## src/hw/rtl/region_refinement_cell_size_top_assert.svh

```systemverilog
// Assertion macros for the region refinement cell size block.
// Needs a clk and an active high rst in the scope of each use.
`ifndef REGION_REFINEMENT_CELL_SIZE_TOP_ASSERT_SVH
`define REGION_REFINEMENT_CELL_SIZE_TOP_ASSERT_SVH

// same-cycle implication
`define RRCS_ASSERT_NOW(label, ante, cons, msg) \
  label: assert property (@(posedge clk) disable iff (rst) (ante) |-> (cons)) \
    else $error(msg);

// next-cycle implication
`define RRCS_ASSERT_NEXT(label, ante, cons, msg) \
  label: assert property (@(posedge clk) disable iff (rst) (ante) |=> (cons)) \
    else $error(msg);

`endif

```

## src/hw/rtl/rrcs_pkg.sv

```systemverilog
// Types and constants of the region refinement cell size block.
// No dependencies; used by rrcs_table and the top level.
`timescale 1ns / 1ps

package rrcs_pkg;

  localparam int COORD_BITS = 24;

  localparam logic OP_WRITE = 1'b0;
  localparam logic OP_QUERY = 1'b1;

  localparam logic [1:0] KIND_OFF   = 2'd0;
  localparam logic [1:0] KIND_SHELL = 2'd1;
  localparam logic [1:0] KIND_BOX   = 2'd2;

  localparam logic [31:0] SPACING_RESET = 32'h0001_0000;
  // floor(b/10) = (b * RECIP_10) >> RECIP_SHIFT for any 32-bit b
  localparam logic [31:0] RECIP_10    = 32'hCCCC_CCCD;
  localparam int          RECIP_SHIFT = 35;

  typedef logic signed [COORD_BITS-1:0] coord_t;

  typedef struct packed {
    logic       opcode;
    logic [2:0] slot;
    logic [1:0] kind;
    coord_t     lo_x;
    coord_t     hi_x;
    coord_t     lo_y;
    coord_t     hi_y;
    coord_t     lo_z;
    coord_t     hi_z;
    coord_t     point_x;
    coord_t     point_y;
    coord_t     point_z;
  } in_t;

  typedef struct packed {
    logic        was_query;
    logic [3:0]  hit_count;
    logic [31:0] cell_size;
  } out_t;

  typedef struct packed {
    logic [1:0] kind;
    coord_t     lo_x;
    coord_t     hi_x;
    coord_t     lo_y;
    coord_t     hi_y;
    coord_t     lo_z;
    coord_t     hi_z;
  } region_t;

  typedef struct packed {
    logic wr_en;
    logic rd_en;
  } tbl_ctl_t;

endpackage

```

## src/hw/rtl/rrcs_table.sv

```systemverilog
// Region table: one write port, one registered read port.
// Per-slot valid bits make unwritten slots read as disabled. Uses rrcs_pkg.
`timescale 1ns / 1ps

module rrcs_table
  import rrcs_pkg::*;
#(
  parameter int REGIONS = 8,
  parameter int AW      = 3
) (
  input  logic          clk,
  input  logic          rst,
  input  tbl_ctl_t      ctl,
  input  logic [AW-1:0] wr_addr,
  input  region_t       wr_entry,
  input  logic [AW-1:0] rd_addr,
  output region_t       rd_entry
);

  region_t              mem [REGIONS];
  logic [REGIONS-1:0]   valid;
  region_t              rd_data;
  logic                 rd_valid;

  always_ff @(posedge clk) begin
    if (ctl.wr_en) begin
      mem[wr_addr] <= wr_entry;
    end
    if (ctl.rd_en) begin
      rd_data <= mem[rd_addr];
    end
  end

  always_ff @(posedge clk) begin
    if (rst) begin
      valid    <= '0;
      rd_valid <= 1'b0;
    end else begin
      if (ctl.wr_en) begin
        valid[wr_addr] <= 1'b1;
      end
      if (ctl.rd_en) begin
        rd_valid <= valid[rd_addr];
      end
    end
  end

  always_comb begin
    rd_entry = rd_data;
    if (!rd_valid) begin
      rd_entry.kind = KIND_OFF;
    end
  end

endmodule

```

## config.mk

```make
export PLATFORM = sky130hd
export DESIGN_NAME = rrcs_table
export DESIGN_NICKNAME = d
export VERILOG_FILES = /design/src/hw/rtl/region_refinement_cell_size_top_assert.svh /design/src/hw/rtl/rrcs_pkg.sv /design/src/hw/rtl/rrcs_table.sv
export SDC_FILE = /design/constraint.sdc
export NUM_CORES = 1
export LEC_CHECK = 0
export BUFFER_PORTS_ARGS = -buffer_cell sky130_fd_sc_hd__buf_4
export CORE_ASPECT_RATIO = 1.2
export CORE_MARGIN = 2
export CORE_UTILIZATION = 40
export CTS_BUF_LIST = sky130_fd_sc_hd__clkbuf_4
export CTS_CLUSTER_DIAMETER = 30
export DETAILED_ROUTE_END_ITERATION = 16
export HOLD_SLACK_MARGIN = 0.15
export PLACE_DENSITY = 0.66
export RECOVER_POWER = 100
export SYNTH_ARGS = -nofsm -noshare
export SYNTH_HDL_FRONTEND = slang
export SYNTH_SLANG_ARGS = --single-unit
export TNS_END_PERCENT = 20
```

## constraint.sdc

```tcl
create_clock -name clk -period 38.4 [get_ports clk]
set_clock_uncertainty 0.05 [all_clocks]
set_input_delay 3.84 -clock clk [delete_from_list [all_inputs] [get_ports clk]]
set_output_delay 3.84 -clock clk [all_outputs]
set_load 0.1 [all_outputs]
```

==> impl_metrics.env <==
export IMPL_numPortBuffers=301
export IMPL_drive_gt1_share_pct=35.2
export IMPL_finalWirelength_mm=102
export IMPL_seq_area_sq_um=39600
export IMPL_drt_met1_wl_mm=42.2
export IMPL_n_fill_cell=10608
export IMPL_yosys_warnings=0
export IMPL_ios=302
export IMPL_crit_type="in2reg"
export IMPL_netlist_instances=2020
export IMPL_p_seq_share_pct=55.0
export IMPL_dieArea_sq_um=127000
export IMPL_die_h_microns=390
export IMPL_ir_drop_mv=0.0334
export IMPL_tns_ns=0
export IMPL_combPwrFrac_pct=7.7
export IMPL_period_needed_ns=15.53
export IMPL_holdPathStages=2
export IMPL_grt_pass1_wl_mm=150
export IMPL_synth_edf_count=1314
export IMPL_die_x_microns=326
export IMPL_synth_cell_types=20
export IMPL_synth_top_cell_by_area="edfxtp_1"
export IMPL_hold_viol_final=0
export IMPL_drt_first_pass_iters=5
export IMPL_synthesis_area_sq_um=49700
export IMPL_max_cap_violations=34
export IMPL_cts_setup_buffers=0
export IMPL_syn_area_per_cell_sq_um=24.6
export IMPL_clk_pin_slew_worst_paths_ns=0.07
export IMPL_clockBufferDepth=4
export IMPL_nets=2630
export IMPL_setup_viol=0
export IMPL_vias_per_cell=5.04
export IMPL_postCtsResizedCells=0
export IMPL_maxSlewViolCount=1642
export IMPL_antenna_left=0
export IMPL_relSlewSlack_pct=-468
export IMPL_drc=0
export IMPL_violations="max-capacitance violations, max-slew violations"
export IMPL_rr_worst_depth=2
export IMPL_worstPathArrival_ns=16.44
export IMPL_worstPathRequired_ns=39.31
export IMPL_ys_seq_elements=1323
export IMPL_placed_cell_area_sq_um=52800
export IMPL_syn_num_nets=2176
export IMPL_synth_top_flop_cell="edfxtp_1"
export IMPL_hp_class="reg2reg"
export IMPL_min_period_over_period_pct=40.4
export IMPL_antenna_found_initial=14
export IMPL_numCtsBuffers=343
export IMPL_cp_end_kind="flop"
export IMPL_std_cell_rows=141
export IMPL_first_global_vias=24322
export IMPL_cts_root_buf="clkbuf_4"
export IMPL_leakagePower_nw=17.5
export IMPL_area_delta_synth_final_pct=11.9
export IMPL_wl_per_cell_microns=23.5
export IMPL_dr_wl_met2_mm=51.9
export IMPL_coreArea_sq_um=123000
export IMPL_fin_area_sq_um=55600
export IMPL_netlist_area_leader_share_pct=79.4
export IMPL_yosysSeqAreaShare_pct=79.8
export IMPL_hold_buffers=0
export IMPL_drt_iter0_drc=1654
export IMPL_hpwl_mm=52.3
export IMPL_power_switching_w=0.000712
export IMPL_fmax_mhz=64.4
export IMPL_cts_tree="done"
export IMPL_critPathMaxFanout=51
export IMPL_pwr_density_cell_nw_per_um2=54.6
export IMPL_grt_usage_pct=16.1
export IMPL_outcome="finished with violations"
export IMPL_cell_internal_pwr_w=0.00232
export IMPL_grt_overflow=0
export IMPL_switching_share_pct=23.5
export IMPL_synth_common_cells="edfxtp_1 (1314), mux4_2 (293), mux2_2 (146)"
export IMPL_power_w=0.00303
export IMPL_dr_wl_met3_mm=5.74
export IMPL_gp_congestion=0.679
export IMPL_async_reset_ff_share_pct=0
export IMPL_tightest_slew_ns=8.51
export IMPL_numClockSinks=1323
export IMPL_grt_max_degree=104
export IMPL_route_vias_total=21931
export IMPL_rsz0062_at_grt="no"
export IMPL_synth_area_leaders="edfxtp_1 (79%), mux4_2 (13%), mux2_2 (3.3%)"
export IMPL_start_util_pct=40.4
export IMPL_multi_input_area_sq_um=8460
export IMPL_highest_layer="met5"
export IMPL_pwr_share_clk_pct=37.3
export IMPL_htreeDepth=5
export IMPL_whs_ns=0.428
export IMPL_clk_latency_ns=1.24
export IMPL_yosysMostFrequentCell="edfxtp_1"
export IMPL_start_kind="primary input"
## kinds of logic after synthesis
group / share of synthesized area [%]
AOI/OAI and AO/OA: 0.0755
buffers and inverters: 3.24
DFF: 79.8
muxes: 16.7
and+or+nand+nor: 0.254
## area by class of cell
type,instances,share of cell area (%)
flip-flops and latches,1323,71.3
diodes,7,0.0315
well taps,1644,3.70
repair buffers,336,2.37
clock buffers,469,6.33
clock inverters,101,1.03
multi-input cells,470,15.2
## flip-flops by register name (all words and copies together), names as in the netlist
register  count
rd_data       2
valid         8
mem        1168
rd_valid      1
rd_entry    144
## per-layer routing
layer / vias to the layer above / global-route usage [%]
li1: 9511 / -
met1: 11582 / 19.8
met2: 655 / 27.2
met3: 169 / 4.52
met4: 14 / 6.18
met5: - / 0
## path summary, 6_finish.rpt
| path | slack, ns | start | end |
|---|---|---|---|
| worst min-delay path | 0.43 | valid[6] | valid[6] |
| worst max register to register | 36.86 | mem[7][1] | rd_entry[1] |
| worst min register to register | 0.43 | valid[6] | valid[6] |
| worst max-delay path | 22.87 | rd_addr[0] | rd_entry[96] |
## placed cells by master, fill, tap and decap left out, drive strengths merged, types with 2 or more instances in the layout
master,instances
mux2i,4
diode,7
nand2,2
nor2,12
mux2,146
clkinv,89
dfxtp,9
nor4bb,2
edfxtp,1314
buf,11
bufinv,6
clkbuf,794
inv,5
mux4,293
and2,2
and4b,2
o21ba,3
## critical path, cell delays in order
cell	delay, ns
clkbuf_1	2.88
clkbuf_1	3.20
clkbuf_1	2.54
clkbuf_1	2.76
mux4_2	0.75
mux2_2	0.28
## power by group through the flow
stage / Clock [W] / Combinational [W] / Sequential, W
6_report: 0.00113 / 0.000233 / 0.00167
5_1_grt: 0.00125 / 0.000246 / 0.00167
2_1_floorplan: 0 / 0.000194 / 0.00170
4_1_cts: 0.00118 / 0.000253 / 0.00167
3_5_place_dp: 0 / 0.000253 / 0.00170
3_3_place_gp: 0 / 0.000248 / 0.00169
## stage by stage
stage / instances / util [%] / worst slack (ns)
finish: 4350 / 45.1 / 22.87
global route: 4348 / 45.1 / 20.82
CTS: 4343 / 46.2 / 31.49
detailed placement: 3773 / 42.9 / 30.07
global placement: 3773 / 42.9 / 30.17
floorplan: 2020 / - / 18.23
Note: power is estimated with default switching activity, not from simulation.
